`src/hw/rtl/fmn_pkg.sv`:
```
`default_nettype none
package fmn_pkg;

   // Width of the numerator, the denominator and the magnitudes
   localparam int VALUE_WIDTH = 32;
   localparam int CNT_WIDTH   = $clog2(VALUE_WIDTH);
   localparam logic [CNT_WIDTH-1:0] DIV_LAST = CNT_WIDTH'(VALUE_WIDTH - 1);

   typedef enum logic [2:0] {
      KIND_NAN    = 3'd0,
      KIND_ZERO   = 3'd1,
      KIND_MIXED  = 3'd2,
      KIND_WHOLE  = 3'd3,
      KIND_PROPER = 3'd4
   } kind_type;

   // Operand and destination selection for the shared divider
   typedef enum logic [1:0] {
      DIV_OP_WHOLE = 2'd0,
      DIV_OP_NUM   = 2'd1,
      DIV_OP_DEN   = 2'd2
   } div_op_type;

   typedef struct packed {
      logic       load;
      logic       div_init;
      logic       div_step;
      logic       div_save;
      div_op_type div_op;
      logic       gcd_init;
      logic       gcd_step;
      logic       out_load;
   } cmd_type;

   typedef struct packed {
      logic special;
      logic rem_zero;
      logic gcd_done;
   } status_type;

endpackage
`default_nettype wire

```
`src/hw/rtl/fmn_dp.sv`:
```
`default_nettype none
module fmn_dp
   import fmn_pkg::*;
(
   input  wire logic                     clock,
   input  wire cmd_type                  cmd,
   input  wire logic [VALUE_WIDTH-1:0]   numerator,
   input  wire logic [VALUE_WIDTH-1:0]   denominator,
   output status_type                    status,
   output kind_type                      kind,
   output logic                          negative,
   output logic [VALUE_WIDTH-1:0]        whole_part,
   output logic [VALUE_WIDTH-2:0]        reduced_numerator,
   output logic [VALUE_WIDTH-1:0]        reduced_denominator
);

   logic                   n_zero_ff, d_zero_ff, neg_ff;
   logic [VALUE_WIDTH-1:0] an_ff, ad_ff;
   logic [VALUE_WIDTH-1:0] whole_ff, rn_ff, rd_ff;

   // shared restoring divider
   logic [VALUE_WIDTH-1:0] quo_ff, rem_ff, dvs_ff;
   logic [VALUE_WIDTH-1:0] quo_in, rem_in;
   logic [VALUE_WIDTH:0]   shifted, diff;
   logic                   fits;

   // binary gcd
   logic [VALUE_WIDTH-1:0] gu_ff, gv_ff;
   logic [CNT_WIDTH-1:0]   gk_ff;
   logic [VALUE_WIDTH-1:0] gcd_val;

   // output register
   kind_type               out_kind_ff, kind_in;
   logic                   out_neg_ff;
   logic [VALUE_WIDTH-1:0] out_whole_ff, out_rd_ff;
   logic [VALUE_WIDTH-2:0] out_rn_ff;

   assign shifted = {rem_ff, quo_ff[VALUE_WIDTH-1]};
   assign diff    = shifted - {1'b0, dvs_ff};
   assign fits    = ~diff[VALUE_WIDTH];
   assign rem_in  = fits ? diff[VALUE_WIDTH-1:0] : shifted[VALUE_WIDTH-1:0];
   assign quo_in  = {quo_ff[VALUE_WIDTH-2:0], fits};
   assign gcd_val = gu_ff << gk_ff;

   assign status.special  = n_zero_ff | d_zero_ff;
   assign status.rem_zero = (rn_ff == '0);
   assign status.gcd_done = (gv_ff == '0);

   always_comb begin
      if (d_zero_ff) begin
         kind_in = KIND_NAN;
      end else if (n_zero_ff) begin
         kind_in = KIND_ZERO;
      end else if (whole_ff != '0 && rn_ff != '0) begin
         kind_in = KIND_MIXED;
      end else if (whole_ff != '0) begin
         kind_in = KIND_WHOLE;
      end else begin
         kind_in = KIND_PROPER;
      end
   end

   always_ff @(posedge clock) begin
      if (cmd.load) begin
         n_zero_ff <= (numerator == '0);
         d_zero_ff <= (denominator == '0);
         neg_ff    <= (numerator != '0) && (denominator != '0) &&
                      (numerator[VALUE_WIDTH-1] != denominator[VALUE_WIDTH-1]);
         an_ff     <= numerator[VALUE_WIDTH-1] ? (~numerator + 1'b1) : numerator;
         ad_ff     <= denominator[VALUE_WIDTH-1] ? (~denominator + 1'b1) : denominator;
         whole_ff  <= '0;
         rn_ff     <= '0;
         rd_ff     <= '0;
      end

      if (cmd.div_init) begin
         rem_ff <= '0;
         case (cmd.div_op)
            DIV_OP_WHOLE: begin
               quo_ff <= an_ff;
               dvs_ff <= ad_ff;
            end
            DIV_OP_NUM: begin
               quo_ff <= rn_ff;
               dvs_ff <= gcd_val;
            end
            DIV_OP_DEN: begin
               quo_ff <= ad_ff;
               dvs_ff <= gcd_val;
            end
            default: begin
               quo_ff <= '0;
               dvs_ff <= ad_ff;
            end
         endcase
      end else if (cmd.div_step) begin
         quo_ff <= quo_in;
         rem_ff <= rem_in;
      end

      // store the finished quotient (and, for the whole part, the remainder) on the last step
      if (cmd.div_save) begin
         case (cmd.div_op)
            DIV_OP_WHOLE: begin
               whole_ff <= quo_in;
               rn_ff    <= rem_in;
            end
            DIV_OP_NUM: begin
               rn_ff <= quo_in;
            end
            DIV_OP_DEN: begin
               rd_ff <= quo_in;
            end
            default: begin
               rd_ff <= rd_ff;
            end
         endcase
      end

      if (cmd.gcd_init) begin
         gu_ff <= rn_ff;
         gv_ff <= ad_ff;
         gk_ff <= '0;
      end else if (cmd.gcd_step && gv_ff != '0) begin
         if (!gu_ff[0] && !gv_ff[0]) begin
            gu_ff <= gu_ff >> 1;
            gv_ff <= gv_ff >> 1;
            gk_ff <= gk_ff + 1'b1;
         end else if (!gu_ff[0]) begin
            gu_ff <= gu_ff >> 1;
         end else if (!gv_ff[0]) begin
            gv_ff <= gv_ff >> 1;
         end else if (gu_ff > gv_ff) begin
            gu_ff <= gv_ff;
            gv_ff <= gu_ff - gv_ff;
         end else begin
            gv_ff <= gv_ff - gu_ff;
         end
      end

      if (cmd.out_load) begin
         out_kind_ff  <= kind_in;
         out_neg_ff   <= neg_ff;
         out_whole_ff <= whole_ff;
         out_rn_ff    <= rn_ff[VALUE_WIDTH-2:0];
         out_rd_ff    <= (kind_in == KIND_WHOLE) ? VALUE_WIDTH'(1) : rd_ff;
      end
   end

   assign kind                = out_kind_ff;
   assign negative            = out_neg_ff;
   assign whole_part          = out_whole_ff;
   assign reduced_numerator   = out_rn_ff;
   assign reduced_denominator = out_rd_ff;

endmodule
`default_nettype wire

```
`src/hw/rtl/fmn_ctrl.sv`:
```
`default_nettype none
module fmn_ctrl
   import fmn_pkg::*;
(
   input  wire logic        clock,
   input  wire logic        reset,
   input  wire logic        req_tvalid,
   output logic             req_tready,
   output logic             rsp_tvalid,
   input  wire logic        rsp_tready,
   input  wire status_type  status,
   output cmd_type          cmd
);

   typedef enum logic [8:0] {
      ST_IDLE   = 9'b000000001,
      ST_CHECK  = 9'b000000010,
      ST_DIV_W  = 9'b000000100,
      ST_PREP_G = 9'b000001000,
      ST_GCD    = 9'b000010000,
      ST_DIV_N  = 9'b000100000,
      ST_PREP_D = 9'b001000000,
      ST_DIV_D  = 9'b010000000,
      ST_FINISH = 9'b100000000
   } state_type;

   state_type            state_ff, state_in;
   logic [CNT_WIDTH-1:0] cnt_ff, cnt_in;
   logic                 rsp_tvalid_ff, rsp_tvalid_in;
   logic                 last;

   assign last       = (cnt_ff == DIV_LAST);
   assign req_tready = (state_ff == ST_IDLE);
   assign rsp_tvalid = rsp_tvalid_ff;

   always_comb begin
      state_in = state_ff;
      cnt_in   = cnt_ff;
      cmd      = '0;
      cmd.div_op = DIV_OP_WHOLE;
      case (state_ff)
         ST_IDLE: begin
            if (req_tvalid) begin
               cmd.load = 1'b1;
               state_in = ST_CHECK;
            end
         end
         ST_CHECK: begin
            if (status.special) begin
               state_in = ST_FINISH;
            end else begin
               cmd.div_init = 1'b1;
               cnt_in       = '0;
               state_in     = ST_DIV_W;
            end
         end
         ST_DIV_W: begin
            cmd.div_step = 1'b1;
            cnt_in       = cnt_ff + 1'b1;
            if (last) begin
               cmd.div_save = 1'b1;
               state_in     = ST_PREP_G;
            end
         end
         ST_PREP_G: begin
            if (status.rem_zero) begin
               state_in = ST_FINISH;
            end else begin
               cmd.gcd_init = 1'b1;
               state_in     = ST_GCD;
            end
         end
         ST_GCD: begin
            cmd.div_op = DIV_OP_NUM;
            if (status.gcd_done) begin
               cmd.div_init = 1'b1;
               cnt_in       = '0;
               state_in     = ST_DIV_N;
            end else begin
               cmd.gcd_step = 1'b1;
            end
         end
         ST_DIV_N: begin
            cmd.div_op   = DIV_OP_NUM;
            cmd.div_step = 1'b1;
            cnt_in       = cnt_ff + 1'b1;
            if (last) begin
               cmd.div_save = 1'b1;
               state_in     = ST_PREP_D;
            end
         end
         ST_PREP_D: begin
            cmd.div_op   = DIV_OP_DEN;
            cmd.div_init = 1'b1;
            cnt_in       = '0;
            state_in     = ST_DIV_D;
         end
         ST_DIV_D: begin
            cmd.div_op   = DIV_OP_DEN;
            cmd.div_step = 1'b1;
            cnt_in       = cnt_ff + 1'b1;
            if (last) begin
               cmd.div_save = 1'b1;
               state_in     = ST_FINISH;
            end
         end
         ST_FINISH: begin
            // hold until the output register is free
            if (!rsp_tvalid_ff || rsp_tready) begin
               cmd.out_load = 1'b1;
               state_in     = ST_IDLE;
            end
         end
         default: begin
            state_in = ST_IDLE;
         end
      endcase
   end

   always_comb begin
      if (cmd.out_load) begin
         rsp_tvalid_in = 1'b1;
      end else if (rsp_tready) begin
         rsp_tvalid_in = 1'b0;
      end else begin
         rsp_tvalid_in = rsp_tvalid_ff;
      end
   end

   always_ff @(posedge clock) begin
      if (reset) begin
         state_ff      <= ST_IDLE;
         cnt_ff        <= '0;
         rsp_tvalid_ff <= 1'b0;
      end else begin
         state_ff      <= state_in;
         cnt_ff        <= cnt_in;
         rsp_tvalid_ff <= rsp_tvalid_in;
      end
   end

endmodule
`default_nettype wire

```
`src/hw/rtl/fraction_to_mixed_number_top.sv`:
```
`default_nettype none
// Converts a signed fraction numerator/denominator into a sign, a whole part
// and a proper fraction in lowest terms. One request carries both operands;
// one response carries the kind (not a number, zero, mixed, whole only, proper
// fraction only) in tuser and the sign, whole part, reduced numerator and
// reduced denominator in tdata. Magnitudes are taken as unsigned, so the most
// negative input has magnitude 2^31. Fields a kind does not use are zero, and
// a whole-only result reports 0/1 as its fraction. A zero numerator or
// denominator goes straight to the output register, a division with no
// remainder skips the gcd and both reductions, and otherwise the time grows
// with the data-dependent steps of the binary gcd. One shared bit-serial
// divider is used three times (whole part, then numerator and denominator
// over the gcd), and the gcd takes one step per cycle. Requests are taken one
// at a time; the next request is accepted as soon as the previous result sits
// in the output register, even if not yet taken.
module fraction_to_mixed_number_top
   import fmn_pkg::*;
(
   input  wire logic          clock,
   input  wire logic          reset,
   // request channel
   input  wire logic          req_tvalid,
   output logic               req_tready,
   input  wire logic [63:0]   req_tdata,   // [31:0] numerator, [63:32] denominator
   // response channel
   output logic               rsp_tvalid,
   input  wire logic          rsp_tready,
   output logic [95:0]        rsp_tdata,   // [0] negative, [32:1] whole_part,
                                           // [63:33] reduced_numerator,
                                           // [95:64] reduced_denominator
   output logic [2:0]         rsp_tuser    // [2:0] kind
);

   cmd_type                cmd;
   status_type             status;
   kind_type               kind;
   logic                   negative;
   logic [VALUE_WIDTH-1:0] whole_part;
   logic [VALUE_WIDTH-2:0] reduced_numerator;
   logic [VALUE_WIDTH-1:0] reduced_denominator;

   // sequence the divider and gcd steps, own the handshakes
   fmn_ctrl u_ctrl (
      .clock      (clock),
      .reset      (reset),
      .req_tvalid (req_tvalid),
      .req_tready (req_tready),
      .rsp_tvalid (rsp_tvalid),
      .rsp_tready (rsp_tready),
      .status     (status),
      .cmd        (cmd)
   );

   // magnitudes, shared divider, binary gcd and the output register
   fmn_dp u_dp (
      .clock               (clock),
      .cmd                 (cmd),
      .numerator           (req_tdata[31:0]),
      .denominator         (req_tdata[63:32]),
      .status              (status),
      .kind                (kind),
      .negative            (negative),
      .whole_part          (whole_part),
      .reduced_numerator   (reduced_numerator),
      .reduced_denominator (reduced_denominator)
   );

   assign rsp_tuser = kind;
   assign rsp_tdata = {reduced_denominator, reduced_numerator, whole_part, negative};

endmodule
`default_nettype wire

```
`config.mk`:
```
export PLATFORM = sky130hd
export DESIGN_NAME = fraction_to_mixed_number_top
export DESIGN_NICKNAME = d
export VERILOG_FILES = /design/src/hw/rtl/fmn_pkg.sv /design/src/hw/rtl/fmn_dp.sv /design/src/hw/rtl/fmn_ctrl.sv /design/src/hw/rtl/fraction_to_mixed_number_top.sv
export SDC_FILE = /design/constraint.sdc
export NUM_CORES = 1
export LEC_CHECK = 0
export BUFFER_PORTS_ARGS = -buffer_cell sky130_fd_sc_hd__buf_2
export CAP_MARGIN = 20
export CORE_ASPECT_RATIO = 1.25
export CORE_MARGIN = 8
export CORE_UTILIZATION = 50
export DETAILED_ROUTE_END_ITERATION = 12
export GPL_TIMING_DRIVEN = 0
export PLACE_DENSITY_LB_ADDON = 0.15
export SYNTH_ARGS = -nofsm -noshare
export SYNTH_HDL_FRONTEND = slang
export SYNTH_SLANG_ARGS = --single-unit
```
`constraint.sdc`:
```
create_clock -name clock -period 8.25 [get_ports clock]
set_input_delay 2.0625 -clock clock [delete_from_list [all_inputs] [get_ports clock]]
set_output_delay 2.0625 -clock clock [all_outputs]
set_load 0.005 [all_outputs]
```
# --- Yosys cells after proc, flatten, opt, wreduce, memory -nomap -nowiden ---
# Cells that the tools add are included.
# Widths: inputs -> output; s select.
classes:
  addsub: 7
  order_cmp: 1
  eq_ne: 24
  n_shift: 1
  mux: 60
  bitwise_logic: 4
  n_reduce_logical: 34
ops:
  columns: ["operator", "n"]
  rows:
  - ["$mux 32", 23]
  - ["$reduce_bool 32->1", 5]
  - ["$logic_not 32->1", 4]
  - ["$pmux 32 s2", 2]
  - ["$pmux 32 s3", 1]
  - ["$pmux 9 s9", 1]
  - ["$mux 9", 8]
  - ["$add 32x1->32 const B", 2]
  - ["$not 32->32", 2]
  - ["$sub 32x32->32", 2]
  - ["$mux 31", 2]
  - ["$sub 33x32->33", 1]
  - ["$gt 32x32->1", 1]
  - ["$shl 32x5->32", 1]
  - ["$pmux 5 s4", 1]
  - ["$mux 1", 13]
  - ["$mux 3", 4]
  - ["$add 5x1->5 const B", 2]
  - ["$mux 5", 2]
  - ["$eq 9x1->1 const B", 1]
  - ["$eq 9x2->1 const B", 1]
  - ["$eq 9x3->1 const B", 1]
  - ["$eq 9x4->1 const B", 1]
  - ["$eq 9x5->1 const B", 1]
  - ["30 further kinds", 49]
totals:
  reg_bits: 442
  in_bits: 68
  out_inout_bits: 101
  wordCells: 156

# --- Longest topological paths before layout ---
logic_depth:
  word_depth: 7
  mapped_depth: 17
  ltp_nobuf: 14

# --- Hierarchy ---
# A second synthesis with hierarchy kept.
unflattened:
  hier_cells: 2613
  hier_area_um2: 25843.5
by_module_without_submodules:
  columns: ["mod", "instances", "cells_per_inst", "area_per_inst_um2", "seq_area_each_um2"]
  rows:
  - ["fmn_dp", 1, 2496, 24891.4, 11811.3]
  - ["fmn_ctrl", 1, 116, 944.7, 300.3]
  - ["fraction_to_mixed_number_top", 1, 1, 7.5, 0.0]

# --- Worst setup path before layout ---
# No wires, ideal clock.
synth_timing:
  path_kind: "input-to-reg"
  from: "in rsp_tready"
  to: "reg u_dp.out_kind_ff[0], in the netlist u_dp.kind[0], enable pin"
  setup_time_ps: 569
  t_arrival_ps: 6569
  t_required_ps: 7681
  setup_slack_ps: 1112
  stages: 2
  n_path_buf: 0
  path_cell_list: "nand2b_1 nor2b_1"
synth_rtl:
  columns: ["item", "line_no", "source"]
  rows:
  - ["start: declaration", "fraction_to_mixed_number_top.sv:27", "input wire logic rsp_tready,"]
  - ["end signal: assignment", "fmn_dp.sv:142", "out_kind_ff <= kind_in;"]
  - ["end: declaration", "fmn_dp.sv:33", "kind_type out_kind_ff, kind_in;"]

# --- Final worst setup path ---
layout_timing:
  from: "reg u_ctrl.state_ff[5]"
  to: "reg u_dp.rd_ff[9], enable pin"
layout_between:
  elab_chain_len: 6
  word_cells_on_any_way: 15
  classes_between: "eq/ne (8); mux (2); reduce/logical (5)"
layout_lines:
  columns: ["item", "line_no", "source"]
  rows:
  - ["start: declaration", "fmn_ctrl.sv:27", "state_type state_ff, state_in;"]
  - ["start signal: assignment", "fmn_ctrl.sv:136", "state_ff <= state_in;"]
  - ["$eq 9x7->1 (tied with other cells)", "fmn_ctrl.sv:41", "case (state_ff)"]
  - ["$reduce_or 2->1 (no source line)", null, null]
  - ["$pmux 2 s2", "fmn_ctrl.sv:41", null]
  - ["$eq 2x1->1 / $logic_not 2->1 (equally long branches)", "fmn_dp.sv:103", "case (cmd.div_op)"]
  - ["$reduce_or 2->1 (no source line)", null, null]
  - ["$ne 3x2->1 (no source line) *", null, null]
  - ["end signal: assignment", "fmn_dp.sv:112", "rd_ff <= quo_in;"]
  - ["end signal: assignment", "fmn_dp.sv:115", "rd_ff <= rd_ff;"]
  - ["end: declaration", "fmn_dp.sv:19", "logic [VALUE_WIDTH-1:0] whole_ff, rn_ff, rd_ff;"]
# Mark *: on every way between the ends. The rest lies on a longest branch, timed or not.
# A chain may end at the register's enable or synchronous reset.

==> results.txt <==
----------------------------------------------------
[Synthesis]
  Flop and latch count out of synthesis ... 442
  Portion of the post-synthesis area used by sequential elements ... 46.5%
  Net count after synthesis ... 2,876
  Count of synthesis-stage warnings from yosys ... 0
  Number of instances in the synthesized netlist ... 2,700
  Predominant post-synthesis flop cell ... edfxtp_1
  Count of cell types in the netlist ... 95
  Count of flip-flops with a built-in enable after synthesis ... 326
  Cell Area, Synth ... 26,000 µm²
  Synthesized area divided by synthesized cell count ... 9.64 µm²
  Share of synthesized registers carrying an async set or reset ... 0%

[Finish]
  Layout-stage area growth over the synthesis result ... 13.4%
  Multi-input logic area ... 12,700 µm²
  Register Area ... 12,100 µm²
  Final design utilization ... 57.4%
  Filler instances ... 4,517
  Final instance area ... 29,500 µm²
  Share of layout cells above drive strength 1 ... 12.0%
  Final #Nets ... 3,100

[Timing]
  Final number of setup-violating endpoints ... 0
  Max-Slew Margin vs Limit ... 26.0%
  Final hold slack ... 0.447 ns
  Setup repair after global routing missed its margin ... false
  FMAX ... 212 MHz
  Final worst clock skew ... 0.0463 ns
  Slew @ Worst Pin ... 1.11 ns
  Max-slew violation count ... 0
  Final setup TNS ... 0 ns
  Min Clock Period, post-route ... 4.71 ns
  Hold Vio Cnt, Final ... 0
  Fin crit share ... 57.1%

[Outcome]
  Outcome ... complete, no violations

[Die]
  DIE HEIGHT ... 271 µm
  Die outline area ... 59,600 µm²
  Die width ... 220 µm
  Boundary pin count ... 169
  Floorplan row count ... 93
  Effective utilization at floorplan ... 50.6%
  Std-Cell Core Area ... 51,400 µm²

[Global route]
  GR Layer Usage met2 ... 55.2%
  Global-route track usage on met1 ... 36.1%
  Largest net degree at the start of global routing ... 42
  Via count of the first global-routing pass ... 22,200
  Global-route wire length before repair ... 144 mm
  Most utilized layer in the global route result ... met2
  Aggregate global-route resource usage ... 32.6%
  Number of antenna violations at the first check in global routing ... 4
  Met3 track utilization from global routing ... 5.30%
  Global route overflow ... 0

[Critical path]
  Worst path arrival time ... 4.78 ns
  Crit path launch type ... flip-flop
  Highest fanout seen on the critical path ... 32
  Crit Path Category ... reg -> reg
  Critical Path Sink Type ... flip-flop
  Required time at the worst-slack endpoint ... 8.32 ns

[Clock network]
  CTS tree ... yes
  CTS Buf Count ... 46
  Post-cts sizing count ... 0
  Clk sinks ... 442
  Root buffer cell ... clkbuf_16
  Clock slew seen by the registers of the worst setup and hold paths ... 0.06 ns
  CTS Buffer Depth ... 3
  Worst-skew pair later-pin latency ... 0.63 ns
  Post-CTS setup buffer count ... 0
  Cts hold-fix bufs ... 0
  Count of H-tree levels built during CTS ... 2

[Power]
  Max IR drop VDD ... 0.000140 V
  Total power divided by cell area ... 187 nW/µm²
  Leakage component of the power ... 0.0115 µW
  Total power consumption of the routed design ... 5500 µW

[Place]
  Placement-stage cell area ... 27,900 µm²
  Placed wire-length estimate after detailed placement ... 80.1 mm
  RD Place Congestion ... 1.03
  PortBufs ... 165

[Routing]
  Via count ... 23,000
  Total wirelength of the detailed-routed design ... 99.9 mm
  Routed WL per cell ... 27.5 µm
  Detailed-route DRC error count ... 0
  Drt first pass iters ... 6
  DR vias/cell ... 6.33
  Detailed Route Iter0 Violations ... 2,321
  Routed Antenna Nets ... 0

[Worst hold path]
  Type of the most critical hold path ... reg -> reg

[Job]
  Maximum Capacitance Violations ... 0

----------------------------------------------------
[placed cells by master, fill, tap and decap left out, types with 11 or more instances in the layout]
master and n:
xnor2_1 98, and2_1 40, o21ai_0 124, o21bai_1 13, a22o_1 11, a222oi_1 32, nor4_1 34, clkbuf_1 145
nor2_1 186, a31oi_1 17, dfxtp_1 116, inv_1 130, o21a_1 12, nand4_1 28, a21o_1 41, edfxtp_1 326
nand2_1 328, buf_1 15, o211ai_1 43, nand3_1 148, nor3_1 34, nor2b_1 14, xor2_1 21, o31ai_1 50
clkbuf_16 46, or3_1 12, a211oi_1 24, a21oi_1 239, or4_1 13, ha_1 105, and3_1 17, buf_2 183
o21ai_1 16, nand2b_1 17, mux2i_1 64, mux4_2 25
[Yosys cell counts, types with 17 or more instances]
library cell  count  area share (%)
dfxtp_1         116             8.9
nand4_1          28            0.67
xor2_1           21            0.71
nor2_1          186             2.7
o211ai_1         43             1.2
nor4_1           34            0.82
ha_1            105             5.0
nand3_1         149             2.9
a21o_1           41             1.2
o21ai_0         127             2.4
a31oi_1          17            0.41
nand2b_1         17            0.41
a21oi_1         239             4.6
mux2i_1          64             2.5
inv_1           131             1.9
a211oi_1         25            0.72
and2_1           40            0.96
nand2_1         328             4.7
o31ai_1          50             1.4
and3_1           17            0.41
clkbuf_1        131             1.9
xnor2_1          98             3.3
a222oi_1         32             1.2
edfxtp_1        326              38
buf_2            18            0.35
nor3_1           34            0.65
mux4_2           25             2.2
[power by group]
| part | internal (µW) | total (µW) | switching (µW) |
|---|---|---|---|
| registers | 2490 | 2610 | 123 |
| clock network | 1210 | 2150 | 944 |
| logic | 247 | 736 | 490 |
[kinds of logic (layout without fill, tap and decap cells)]
| logic type | after synthesis | after routing | synth area share, % |
|---|---|---|---|
| AOI/OAI and AO/OA | 705 | 705 | 17.5 |
| and+or+nand+nor | 919 | 919 | 16.8 |
| xor gates and xnor gates | 120 | 120 | 4.07 |
| muxes | 96 | 96 | 4.94 |
| other | 0 | 3 | 0 |
| adders and majority gates | 108 | 108 | 5.28 |
| buffers and inverters | 310 | 572 | 4.85 |
| DFF | 442 | 442 | 46.5 |
[critical path: stages (launching register included)]
cell	delay, ns
dfxtp_1	0.35
nor3_1	0.38
nand2_1	0.11
or3_1	0.36
or3b_2	0.50
o21ai_2	0.23
clkbuf_1	0.64
clkbuf_1	0.69
nand3_2	0.88
[cell type report]
cell class	count	area share (%)
clock buffers	64	4.27
inverters	133	1.69
multi-input cells	1948	43.0
clock inverters	22	0.963
diodes	3	0.0254
repair buffers	176	3.55
plain buffers	177	2.58
flip-flops and latches	442	41.1
well taps	665	2.82
[sequential cells by signal (all words and copies together), names as in the netlist, 3 cells and up]
signal and count:
u_ctrl.cnt_ff 5, u_ctrl.state_ff 9, u_dp.ad_ff 32, u_dp.an_ff 32, u_dp.dvs_ff 32, u_dp.gk_ff 5
u_dp.gu_ff 32, u_dp.gv_ff 32, u_dp.kind 3, u_dp.quo_ff 32, u_dp.rd_ff 32, u_dp.reduced_denominator 32
u_dp.reduced_numerator 31, u_dp.rem_ff 32, u_dp.rn_ff 32, u_dp.whole_ff 32, u_dp.whole_part 32
[per-layer routing]
metal	up-vias	wire [µm]
met5	-	11
met4	2	8570
met3	344	7300
met2	1219	49000
met1	11000	35000
li1	10400	-
[stage by stage]
stage | setup WS [ns] | std cells
finish | 3.54 | 3630
global route | 3.29 | 3627
CTS | 3.57 | 3626
detailed placement | 3.12 | 3540
global placement | -0.984 | 3530
floorplan | 1.11 | 2700
[worst paths after layout]
kind                                                 endpoint  slack, ns                       startpoint  depth (start not counted)
worst min register to register  u_dp.whole_part[10]$_DFFE_PP_       0.45        u_dp.whole_ff[10]$_DFF_P_                          0
worst max-delay path                  u_dp.rd_ff[9]$_DFFE_PP_       3.54  u_ctrl.state_ff[5]$_SDFFE_PP0P_                          8
worst max register to register        u_dp.rd_ff[9]$_DFFE_PP_       3.54  u_ctrl.state_ff[5]$_SDFFE_PP0P_                          8
worst min-delay path            u_dp.whole_part[10]$_DFFE_PP_       0.45        u_dp.whole_ff[10]$_DFF_P_                          0
No activity file was read; power rests on OpenSTA's default activity.
